--- src/rtl/core/zeg_pkg.sv ---
package zeg_pkg;

	localparam int unsigned MSG_SLOTS      = 6;
	localparam int unsigned AXIS_SLOTS     = 3;
	localparam int unsigned SLOT_BITS      = $clog2(MSG_SLOTS);
	localparam int unsigned CODE_BITS      = 4;
	localparam int unsigned NUM_CODES      = 15;
	localparam int unsigned THRESH_BITS    = 16;
	localparam int unsigned CFG_DATA_BITS  = 16;
	localparam int unsigned CFG_INDEX_BITS = 3;
	localparam int unsigned QUEUE_DEPTH    = 2;
	localparam int unsigned PTR_BITS       = $clog2(QUEUE_DEPTH);

	typedef logic [CODE_BITS-1:0] code_t;

	// zone encoding of the stored axis state
	typedef enum logic [1:0] {
		ZONE_CENTER = 2'd0,
		ZONE_POS    = 2'd1,
		ZONE_NEG    = 2'd2
	} zone_t;

	localparam code_t MSG_AT_CENTER  = 4'd0;
	localparam code_t MSG_AT_RIGHT   = 4'd1;
	localparam code_t MSG_AT_LEFT    = 4'd2;
	localparam code_t MSG_AT_UP      = 4'd3;
	localparam code_t MSG_AT_DOWN    = 4'd4;
	localparam code_t MSG_LEAVE_BASE = 4'd5;
	localparam code_t MSG_ENTER_BASE = 4'd10;

	typedef enum logic [CFG_INDEX_BITS-1:0] {
		CFG_THRESH_HIGH = 3'd0,
		CFG_THRESH_LOW  = 3'd1,
		CFG_INVERT_H    = 3'd2,
		CFG_INVERT_V    = 3'd3,
		CFG_MSG_ENABLE  = 3'd4
	} cfg_index_t;

	// all messages one input can cause, slots 0..2 horizontal, 3..5 vertical
	typedef struct packed {
		logic [MSG_SLOTS-1:0]  vld;
		code_t [MSG_SLOTS-1:0] code;
	} bundle_t;

	typedef struct packed {
		logic full;
		logic avail;
	} q_status_t;

	function automatic code_t zone_code(input zone_t zone, input logic axis);
		code_t c;
		unique case (zone)
			ZONE_POS: c = axis ? MSG_AT_UP : MSG_AT_RIGHT;
			ZONE_NEG: c = axis ? MSG_AT_DOWN : MSG_AT_LEFT;
			default:  c = MSG_AT_CENTER;
		endcase
		return c;
	endfunction

endpackage

--- src/rtl/core/joystick_zone_event_generator_top.sv ---
// Joystick zone event generator. Each accepted word carries a horizontal and a
// vertical Q0.SAMPLE_BITS sample; each axis is put into a center, positive or
// negative zone against the thresh_high / thresh_low registers (strictly above
// high wins over strictly below low), optionally inverted per axis. On a zone
// change an axis sends leaving(old), entering(new), then its current zone;
// without a change only the current zone. Horizontal messages come before
// vertical, each is dropped when its message_enable bit is clear, and last
// marks the final message of an input (an input may produce none). Each sample
// word is classified into a bundle of up to six messages, which goes into a
// two-entry queue; the output stage sends one message per cycle from its
// register while msg_stall is low. The front takes the next sample as long as
// the queue has room, even while the output is stalled. Registers are written
// through cfg_we / cfg_index / cfg_data; the user must write them only while
// the block is idle, and the block itself does not enforce this.
module joystick_zone_event_generator_top #(
	parameter int unsigned SAMPLE_BITS = 16
) (
	input  logic                                clk,
	input  logic                                arst_n,
	// configuration writes
	input  logic                                cfg_we,
	input  logic [zeg_pkg::CFG_INDEX_BITS-1:0]  cfg_index,
	input  logic [zeg_pkg::CFG_DATA_BITS-1:0]   cfg_data,
	// sample channel
	input  logic                                sample_valid,
	output logic                                sample_stall,
	input  logic [SAMPLE_BITS-1:0]              horiz_sample,
	input  logic [SAMPLE_BITS-1:0]              vert_sample,
	// message channel
	output logic                                msg_valid,
	input  logic                                msg_stall,
	output logic [zeg_pkg::CODE_BITS-1:0]       message_code,
	output logic                                axis,
	output logic                                last
);

	// front to queue
	logic               push;
	zeg_pkg::bundle_t   push_data;
	// queue to back
	zeg_pkg::q_status_t q_status;
	zeg_pkg::bundle_t   pop_data;
	logic               pop;

	// classification, zone state and registers
	zeg_front #(
		.SAMPLE_BITS(SAMPLE_BITS)
	) u_front (
		.clk          (clk),
		.arst_n       (arst_n),
		.cfg_we       (cfg_we),
		.cfg_index    (cfg_index),
		.cfg_data     (cfg_data),
		.horiz_sample (horiz_sample),
		.vert_sample  (vert_sample),
		.sample_valid (sample_valid),
		.sample_stall (sample_stall),
		.q_status     (q_status),
		.push         (push),
		.push_data    (push_data)
	);

	// short queue of message bundles decoupling the two sides
	zeg_queue u_queue (
		.clk       (clk),
		.arst_n    (arst_n),
		.push      (push),
		.push_data (push_data),
		.pop       (pop),
		.q_status  (q_status),
		.pop_data  (pop_data)
	);

	// serializer, one message per cycle through the output register while msg_stall is low
	zeg_back u_back (
		.clk          (clk),
		.arst_n       (arst_n),
		.q_status     (q_status),
		.pop_data     (pop_data),
		.pop          (pop),
		.msg_valid    (msg_valid),
		.msg_stall    (msg_stall),
		.message_code (message_code),
		.axis         (axis),
		.last         (last)
	);

endmodule

--- src/rtl/core/zeg_front.sv ---
module zeg_front #(
	parameter int unsigned SAMPLE_BITS = 16
) (
	input  logic                                clk,
	input  logic                                arst_n,
	input  logic                                cfg_we,
	input  logic [zeg_pkg::CFG_INDEX_BITS-1:0]  cfg_index,
	input  logic [zeg_pkg::CFG_DATA_BITS-1:0]   cfg_data,
	input  logic [SAMPLE_BITS-1:0]              horiz_sample,
	input  logic [SAMPLE_BITS-1:0]              vert_sample,
	input  logic                                sample_valid,
	output logic                                sample_stall,
	input  zeg_pkg::q_status_t                  q_status,
	output logic                                push,
	output zeg_pkg::bundle_t                    push_data
);

	localparam int unsigned AL_BITS = SAMPLE_BITS + zeg_pkg::THRESH_BITS;

	logic [zeg_pkg::THRESH_BITS-1:0] thresh_high_q;
	logic [zeg_pkg::THRESH_BITS-1:0] thresh_low_q;
	logic                            invert_h_q;
	logic                            invert_v_q;
	logic [zeg_pkg::NUM_CODES-1:0]   msg_enable_q;
	zeg_pkg::zone_t                  horiz_zone_q;
	zeg_pkg::zone_t                  vert_zone_q;

	zeg_pkg::zone_t old_z [2];
	zeg_pkg::zone_t new_z [2];
	zeg_pkg::code_t oc [2];
	zeg_pkg::code_t nc [2];
	zeg_pkg::code_t leave_c [2];
	zeg_pkg::code_t enter_c [2];

	// both sides scaled to Q0.(SAMPLE_BITS+16) so the compare is exact
	function automatic zeg_pkg::zone_t classify(
		input logic [SAMPLE_BITS-1:0]              s,
		input logic                                inv,
		input logic [zeg_pkg::THRESH_BITS-1:0]     hi,
		input logic [zeg_pkg::THRESH_BITS-1:0]     lo
	);
		logic [AL_BITS-1:0] s_al;
		logic [AL_BITS-1:0] hi_al;
		logic [AL_BITS-1:0] lo_al;
		zeg_pkg::zone_t     z;
		s_al  = {s, {zeg_pkg::THRESH_BITS{1'b0}}};
		hi_al = {hi, {SAMPLE_BITS{1'b0}}};
		lo_al = {lo, {SAMPLE_BITS{1'b0}}};
		if (s_al > hi_al)
			z = inv ? zeg_pkg::ZONE_NEG : zeg_pkg::ZONE_POS;
		else if (s_al < lo_al)
			z = inv ? zeg_pkg::ZONE_POS : zeg_pkg::ZONE_NEG;
		else
			z = zeg_pkg::ZONE_CENTER;
		return z;
	endfunction

	assign sample_stall = q_status.full;
	assign push         = sample_valid && !q_status.full;

	always_comb begin
		old_z[0] = horiz_zone_q;
		old_z[1] = vert_zone_q;
		new_z[0] = classify(horiz_sample, invert_h_q, thresh_high_q, thresh_low_q);
		new_z[1] = classify(vert_sample, invert_v_q, thresh_high_q, thresh_low_q);
		push_data = '0;
		for (int a = 0; a < 2; a++) begin
			oc[a]      = zeg_pkg::zone_code(old_z[a], a[0]);
			nc[a]      = zeg_pkg::zone_code(new_z[a], a[0]);
			leave_c[a] = zeg_pkg::MSG_LEAVE_BASE + oc[a];
			enter_c[a] = zeg_pkg::MSG_ENTER_BASE + nc[a];
			push_data.code[a*zeg_pkg::AXIS_SLOTS + 0] = leave_c[a];
			push_data.code[a*zeg_pkg::AXIS_SLOTS + 1] = enter_c[a];
			push_data.code[a*zeg_pkg::AXIS_SLOTS + 2] = nc[a];
			push_data.vld[a*zeg_pkg::AXIS_SLOTS + 0] =
				(oc[a] != nc[a]) && msg_enable_q[leave_c[a]];
			push_data.vld[a*zeg_pkg::AXIS_SLOTS + 1] =
				(oc[a] != nc[a]) && msg_enable_q[enter_c[a]];
			push_data.vld[a*zeg_pkg::AXIS_SLOTS + 2] = msg_enable_q[nc[a]];
		end
	end

	always_ff @(posedge clk or negedge arst_n) begin
		if (!arst_n) begin
			thresh_high_q <= 16'd49152;
			thresh_low_q  <= 16'd16384;
			invert_h_q    <= 1'b0;
			invert_v_q    <= 1'b0;
			msg_enable_q  <= '1;
		end else if (cfg_we) begin
			unique case (zeg_pkg::cfg_index_t'(cfg_index))
				zeg_pkg::CFG_THRESH_HIGH: thresh_high_q <= cfg_data;
				zeg_pkg::CFG_THRESH_LOW:  thresh_low_q  <= cfg_data;
				zeg_pkg::CFG_INVERT_H:    invert_h_q    <= cfg_data[0];
				zeg_pkg::CFG_INVERT_V:    invert_v_q    <= cfg_data[0];
				zeg_pkg::CFG_MSG_ENABLE:  msg_enable_q  <= cfg_data[zeg_pkg::NUM_CODES-1:0];
				default: ;
			endcase
		end
	end

	always_ff @(posedge clk or negedge arst_n) begin
		if (!arst_n) begin
			horiz_zone_q <= zeg_pkg::ZONE_CENTER;
			vert_zone_q  <= zeg_pkg::ZONE_CENTER;
		end else if (push) begin
			horiz_zone_q <= new_z[0];
			vert_zone_q  <= new_z[1];
		end
	end

endmodule

--- src/rtl/core/zeg_queue.sv ---
module zeg_queue (
	input  logic               clk,
	input  logic               arst_n,
	input  logic               push,
	input  zeg_pkg::bundle_t   push_data,
	input  logic               pop,
	output zeg_pkg::q_status_t q_status,
	output zeg_pkg::bundle_t   pop_data
);

	zeg_pkg::bundle_t              entries_q [zeg_pkg::QUEUE_DEPTH];
	logic [zeg_pkg::PTR_BITS-1:0]  wr_ptr_q;
	logic [zeg_pkg::PTR_BITS-1:0]  rd_ptr_q;
	logic [zeg_pkg::PTR_BITS:0]    count_q;

	assign q_status.full  = (count_q == (zeg_pkg::PTR_BITS+1)'(zeg_pkg::QUEUE_DEPTH));
	assign q_status.avail = (count_q != '0);
	assign pop_data       = entries_q[rd_ptr_q];

	always_ff @(posedge clk) begin
		if (push)
			entries_q[wr_ptr_q] <= push_data;
	end

	always_ff @(posedge clk or negedge arst_n) begin
		if (!arst_n) begin
			wr_ptr_q <= '0;
			rd_ptr_q <= '0;
			count_q  <= '0;
		end else begin
			if (push)
				wr_ptr_q <= wr_ptr_q + 1'b1;
			if (pop)
				rd_ptr_q <= rd_ptr_q + 1'b1;
			case ({push, pop})
				2'b10:   count_q <= count_q + 1'b1;
				2'b01:   count_q <= count_q - 1'b1;
				default: count_q <= count_q;
			endcase
		end
	end

endmodule

--- src/rtl/core/zeg_back.sv ---
module zeg_back (
	input  logic                  clk,
	input  logic                  arst_n,
	input  zeg_pkg::q_status_t    q_status,
	input  zeg_pkg::bundle_t      pop_data,
	output logic                  pop,
	output logic                  msg_valid,
	input  logic                  msg_stall,
	output zeg_pkg::code_t        message_code,
	output logic                  axis,
	output logic                  last
);

	logic [zeg_pkg::MSG_SLOTS-1:0]  rem_q;
	zeg_pkg::code_t [zeg_pkg::MSG_SLOTS-1:0] codes_q;
	logic                           msg_valid_q;
	zeg_pkg::code_t                 code_q;
	logic                           axis_q;
	logic                           last_q;

	logic [zeg_pkg::MSG_SLOTS-1:0]  lowbit;
	logic [zeg_pkg::MSG_SLOTS-1:0]  rem_after;
	logic [zeg_pkg::SLOT_BITS-1:0]  sel;
	logic                           out_free;
	logic                           emit;

	assign out_free = !msg_valid_q || !msg_stall;
	assign emit     = out_free && (rem_q != '0);
	assign lowbit   = rem_q & (~rem_q + 1'b1);

	always_comb begin
		sel = '0;
		for (int i = 0; i < zeg_pkg::MSG_SLOTS; i++) begin
			if (lowbit[i])
				sel = zeg_pkg::SLOT_BITS'(i);
		end
	end

	assign rem_after = emit ? (rem_q & ~lowbit) : rem_q;
	// next word is fetched once the current one has nothing left to send
	assign pop       = q_status.avail && (rem_after == '0);

	always_ff @(posedge clk or negedge arst_n) begin
		if (!arst_n) begin
			rem_q       <= '0;
			msg_valid_q <= 1'b0;
		end else begin
			rem_q <= pop ? pop_data.vld : rem_after;
			if (emit)
				msg_valid_q <= 1'b1;
			else if (out_free)
				msg_valid_q <= 1'b0;
		end
	end

	always_ff @(posedge clk) begin
		if (pop)
			codes_q <= pop_data.code;
		if (emit) begin
			code_q <= codes_q[sel];
			axis_q <= (sel >= zeg_pkg::SLOT_BITS'(zeg_pkg::AXIS_SLOTS));
			last_q <= (rem_after == '0);
		end
	end

	assign msg_valid    = msg_valid_q;
	assign message_code = code_q;
	assign axis         = axis_q;
	assign last         = last_q;

endmodule

--- config.mk ---
export PLATFORM = sky130hd
export DESIGN_NAME = joystick_zone_event_generator_top
export DESIGN_NICKNAME = d
export VERILOG_FILES = /design/src/rtl/core/zeg_pkg.sv /design/src/rtl/core/joystick_zone_event_generator_top.sv /design/src/rtl/core/zeg_front.sv /design/src/rtl/core/zeg_queue.sv /design/src/rtl/core/zeg_back.sv
export SDC_FILE = /design/constraint.sdc
export NUM_CORES = 1
export LEC_CHECK = 0
export BUFFER_PORTS_ARGS = -buffer_cell sky130_fd_sc_hd__buf_2
export CAP_MARGIN = 20
export CORE_MARGIN = 2
export CORE_UTILIZATION = 24
export DETAILED_ROUTE_END_ITERATION = 10
export HOLD_SLACK_MARGIN = 0.03
export PLACE_DENSITY_LB_ADDON = 0.05
export SYNTH_ARGS = -nofsm -noshare
export SYNTH_HDL_FRONTEND = slang
export SYNTH_SLANG_ARGS = --single-unit
--- constraint.sdc ---
create_clock -name clk -period 5.23 [get_ports clk]
set_input_delay 1.046 -clock clk [delete_from_list [all_inputs] [get_ports clk]]
set_output_delay 1.046 -clock clk [all_outputs]
set_load 0.01 [all_outputs]
Yosys cells after proc, flatten, opt, wreduce, memory -nomap -nowiden
Memory sizes are Yosys's and may differ from the RTL's.
Cells that the tools add are included.
{ "classes": {"n_reduce_logical": 22, "order_cmp": 12, "n_mux": 38, "bitwise": 4, "eq_ne": 17, "n_addsub": 9} }
{ "op_table": {"columns": ["operator", "n"], "rows": [
  ["$gt A32 B32 Y1", 2],
  ["$lt A32 B32 Y1", 2],
  ["$bmux W1 S4", 6],
  ["$lt A4 B5 Y1 const B", 4],
  ["$mux W2", 8],
  ["$and A6 B6 Y6", 2],
  ["$bmux W4 S3", 1],
  ["$eq A2 B2 Y1 const B", 6],
  ["$mux W3", 4],
  ["$mux W6", 2],
  ["$not A6 Y6", 2],
  ["$pmux W2 S2", 3],
  ["$pmux W3 S2", 2],
  ["$mux W1", 11],
  ["$eq A2 B1 Y1 const B", 5],
  ["$reduce_and A2 Y1", 5],
  ["$logic_and A1 B1 Y1", 7],
  ["$add A6 B1 Y6 const B", 1],
  ["$eq A3 B2 Y1 const B", 2],
  ["$logic_not A6 Y1", 1],
  ["$reduce_bool A2 Y1", 3],
  ["$reduce_bool A6 Y1", 1],
  ["$lt A2 B5 Y1 const B", 1],
  ["$lt A3 B5 Y1 const B", 1],
  ["other kinds (17)", 20]
]} }
{ "word_totals": {"n_memories": 1, "in_bits": 56, "ff_bits": 94, "out_inout_bits": 8, "mem_bits_rw": 54} }
{ "memory_table": {"columns": ["name", "depth", "word_bits", "read_ports", "rd_clocked_by_memory_dff", "write_ports", "line", "source"], "rows": [
  ["u_queue.entries_q", 2, 27, 1, 0, 1, "zeg_queue.sv:11", "zeg_pkg::bundle_t entries_q [zeg_pkg::QUEUE_DEPTH];"]
]} }

Longest topological paths before layout
{ "logic_depth": {"depth_word": 10, "depth_mapped": 14, "ltp_nobuf": 14} }

Hierarchy
Synthesis repeated with hierarchy kept, for this count alone.
{ "unflattened": {"cells_unflattened": 632, "hier_area_um2": 8034.0} }
{ "by_module_without_submodules": {"columns": ["module", "instances", "cells_each", "area_per_inst_um2", "seq_area_each_um2"], "rows": [
  ["zeg_front", 1, 435, 4106.4, 1348.8],
  ["zeg_queue", 1, 109, 2361.0, 1901.8],
  ["zeg_back", 1, 88, 1566.5, 1076.0]
]} }

Worst setup path before layout
No wires, ideal clock.
{ "synth_path": {"path_type": "input to register", "startpoint": "input vert_sample[15]", "endpoint": "memory u_queue.entries_q[0][25] (netlist name), data pin", "stages": 13, "required_ns": 4.955, "arrival_ns": 3.663, "path_buffers": 0, "setup_slack_ns": 1.292, "path_cell_list": "ha_1 -> and3_1 -> nand4_1 -> nor2_1 -> o21ai_0 -> o211ai_1 -> a2bb2oi_1 -> a221oi_2 -> mux2_2 -> ha_1 -> mux4_2 -> o211ai_1 -> o21ai_0"} }
{ "synth_rtl": {"columns": ["element", "line", "source"], "rows": [
  ["from (decl)", "joystick_zone_event_generator_top.sv:28", "input logic [SAMPLE_BITS-1:0] vert_sample,"],
  ["to (decl)", "zeg_queue.sv:11", null]
]} }

==> key figures <==
Finish
  – Area Growth Syn to Fin: 21.1%
  – Layout cell share with drive strength beyond 1: 0.259
  – Cell Count, Final, Fillers Out: 1053
  – Final Util: 0.296
  – # fillers: 2885
  – Post-layout net count: 787
  – Ant. Diodes: 0

Worst setup path
  – WP buf/inv: 1
  – Crit. Startpoint: vert_sample[15]
  – Crit. End Element: flop
  – Slowest stage delay, CP: about 0.52 ns
  – Flop2flop setup slack: about 1.3 ns
  – Kind of critical path: in2reg
  – Critical Path Stages: 14
  – Startpoint type of the worst setup path: input port
  – Critical Path End: u_queue.entries_q[1][25]$_DFFE_PP_
  – Crit-path max FO: 7
  – Worst R2R End: u_queue.entries_q[1][25]$_DFFE_PP_
  – Slowest-stage cell, CP: mux4_2
  – Top delay family on crit path: compound AO/OA/AOI/OAI gates
  – Worst r2r path cells: 14
  – Worst-path cell chain: buf_2 -> ha_1 -> and3_1 -> nand4_1 -> nor2_1 -> o21ai_0 -> o211ai_1 -> a2bb2oi_1 -> a221oi_2 -> mux2_2 -> ha_1 -> mux4_2 -> o211ai_1 -> o21ai_0
  – CP required: around 5.4 ns
  – Critical path arrival: 4.25 ns
  – Critical R2R Launch: u_front.thresh_high_q[14]$_DFFE_PN1P_

Route
  – Via count: 4644
  – Drt via density: 4.41
  – WL final: ~18000 µm
  – Starting DRT DRC Count: just under 200
  – Wire per inst: around 17 µm
  – DRC errors left: 0
  – Post-DRT Antenna Nets: 0
  – DR pass1 iterations: 4

Die
  – Die X: about 170 µm
  – Core box area: ~28000 µm²
  – Full die area: between 20000 and 30000 µm²
  – IO Pins: between 60 and 70
  – Row cnt: 61
  – Starting Density: 0.245
  – Die height: 173 µm

Timing
  – Tcrit/Tclk final: 0.785
  – Final Hold Viols: 0
  – Sum Neg Setup Slack: 0 ns
  – RSZ-0062 raised after global routing: false
  – Hold Slack: just over 0.5 ns
  – Worst Tran Pin Value: 0.918 ns
  – Final min period: between 4 and 5 ns
  – Fmax achieved: roughly 240 MHz
  – Clk_skew: approximately 0.019 ns
  – Slew HR: 0.388
  – Final setup violation count: 0
  – Slew Viols, Final: 0

CTS
  – Number of setup buffers added after CTS: 0
  – CTS tree: built
  – # hold bufs at CTS: 0
  – Post-CTS Resized: 0
  – CTS max path bufs: 2
  – Sink Count: 127
  – Clock slew at reported path FFs: roughly 0.06 ns
  – Worst-skew pair later-pin latency: 0.43 ns
  – H-tree levels: 4
  – Clk root buf: clkbuf_16
  – CTS Buf Count: 17

Global route
  – Grt total ovfl: 0
  – Initial antenna violation count: 0
  – Gr usage total: 0.126
  – Pin count of the biggest net entering global routing: between 60 and 70
  – First-pass GRT wire length: 28600 µm
  – Number of global-route vias before repair: between 4000 and 5000

Power and ir drop
  – Power Dens Cells: around 530 nW/µm²
  – Peak VDD IR: 0.000190 V
  – LEAKAGE: between 0.003 and 0.004 µW

Synthesis
  – Synthesized area: approximately 6800 µm²
  – Post-synth top cells: ha_1 (69), edfxtp_1 (63), nand2_1 (57), o21ai_0 (57), inv_1 (52)
  – Synth Warn #: 0
  – Primary FF master, synth: edfxtp_1
  – Syn avg cell area: around 12 µm²
  – Register area share after synthesis: 0.516
  – Area share of the largest cell type after synthesis: 0.278
  – Synth Net Count: between 700 and 800
  – Gate Count Post-Synth: 587
  – Post-synthesis register bit count: roughly 130
  – Number of synthesized flops with an enable pin: between 60 and 70
  – Synth unique cells: 57
  – Ys async rst share: 0.504
  – Yosys top cell by area: edfxtp_1
  – Leading post-synthesis cells by cell area: edfxtp_1 (28%), dfrtp_1 (17%), ha_1 (13%)
  – Most common cell in the netlist: ha_1

Run status
  – Outcome: finished clean

Placement
  – Placed wire-length estimate: about 14000 µm
  – Placed cells: roughly 1000
  – Number of port buffers: 63
  – Final Wtd Congestion: ~0.80

Flow run
  – Max Cap Viol: 0

Min path
  – Worst hold path type: reg2reg
report_power, final:
part	switching, µW	total, µW	internal (µW)
Sequential	171	1700	1530
Combinational	837	1460	619
Clock	518	1250	730
placed cells by master, fill, tap and decap left out, types with 4 or more instances in the layout:
cell type / instances
a21o_1: 6
a21oi_1: 26
and3_1: 5
buf_2: 63
buf_4: 6
clkbuf_16: 17
dfrtp_1: 46
dfstp_2: 18
edfxtp_1: 63
ha_1: 69
inv_1: 52
inv_6: 6
mux2_2: 39
mux2i_1: 13
nand2_1: 57
nand2b_1: 7
nand3_1: 8
nand4_1: 9
nor2_1: 19
nor2b_1: 7
o211ai_1: 4
o21a_1: 6
o21ai_0: 57
xnor2_1: 4
state kept, by name (all words and copies together) (netlist names):
| signal | count |
|---|---|
| u_back.axis | 1 |
| u_front.thresh_high_q | 16 |
| u_front.msg_enable_q | 15 |
| u_queue.entries_q | 42 |
| u_front.invert_h_q | 1 |
| u_front.invert_v_q | 1 |
| u_back.codes_q | 15 |
| u_queue.count_q | 2 |
| u_back.rem_q | 6 |
| u_back.message_code | 4 |
| u_back.last | 1 |
| u_back.msg_valid | 1 |
| u_queue.rd_ptr_q | 1 |
| u_queue.wr_ptr_q | 1 |
| u_front.thresh_low_q | 16 |
| u_front.vert_zone_q | 2 |
| u_front.horiz_zone_q | 2 |
per-layer routing:
metal / GRT usage / vias to the layer above / routed length [µm]
met3: 0.0250 / 14 / 496
li1: - / 2289 / -
met1: 0.175 / 2262 / 9080
met4: 0.0427 / 0 / 226
met2: 0.196 / 79 / 8110
met5: 0 / - / 0
how the worst min path moves through the flow:
stage / slack [ns] / end / start / depth (start not counted)
after floorplan: 0.46 / u_queue.count_q[1]$_DFFE_PN0P_ / u_queue.count_q[1]$_DFFE_PN0P_ / 1
after global placement: 0.49 / u_queue.count_q[1]$_DFFE_PN0P_ / u_queue.count_q[1]$_DFFE_PN0P_ / 1
after detailed placement: 0.49 / u_queue.count_q[1]$_DFFE_PN0P_ / u_queue.count_q[1]$_DFFE_PN0P_ / 1
after CTS: 0.51 / u_queue.count_q[1]$_DFFE_PN0P_ / u_queue.count_q[1]$_DFFE_PN0P_ / 1
after global routing: 0.53 / u_queue.count_q[1]$_DFFE_PN0P_ / u_queue.count_q[1]$_DFFE_PN0P_ / 1
final: 0.50 / u_queue.count_q[1]$_DFFE_PN0P_ / u_queue.count_q[1]$_DFFE_PN0P_ / 1
area by class of cell:
type / instances / area, µm² / area share
Sequential cell: 127 / 3520 / 0.426
Tap cell: 378 / 473 / 0.0573
Clock buffer: 17 / 425 / 0.0515
Timing Repair Buffer: 70 / 388 / 0.0470
Inverter: 52 / 195 / 0.0236
Multi-Input combinational cell: 394 / 3060 / 0.371
Clock inverter: 15 / 195 / 0.0236
logic make-up (layout without fill, tap and decap cells):
group | Yosys count | in the layout | share of synthesized area
compound gates | 127 | 127 | 0.115
buf+inv | 66 | 154 | 0.0364
flops | 127 | 127 | 0.516
simple gates | 134 | 134 | 0.101
xor+xnor | 7 | 7 | 0.00900
fa+ha+maj | 71 | 71 | 0.130
mux | 55 | 55 | 0.0934
per-stage QoR:
step	setup WS (ns)	area (µm²)	power (µW)
global route	0.895	8260	4750
detailed placement	0.706	7640	3210
global placement	0.867	7610	3170
finish	1.12	8260	4400
floorplan	1.29	6820	2690
CTS	1.13	8260	4500
(Power assumes the default switching activity.)
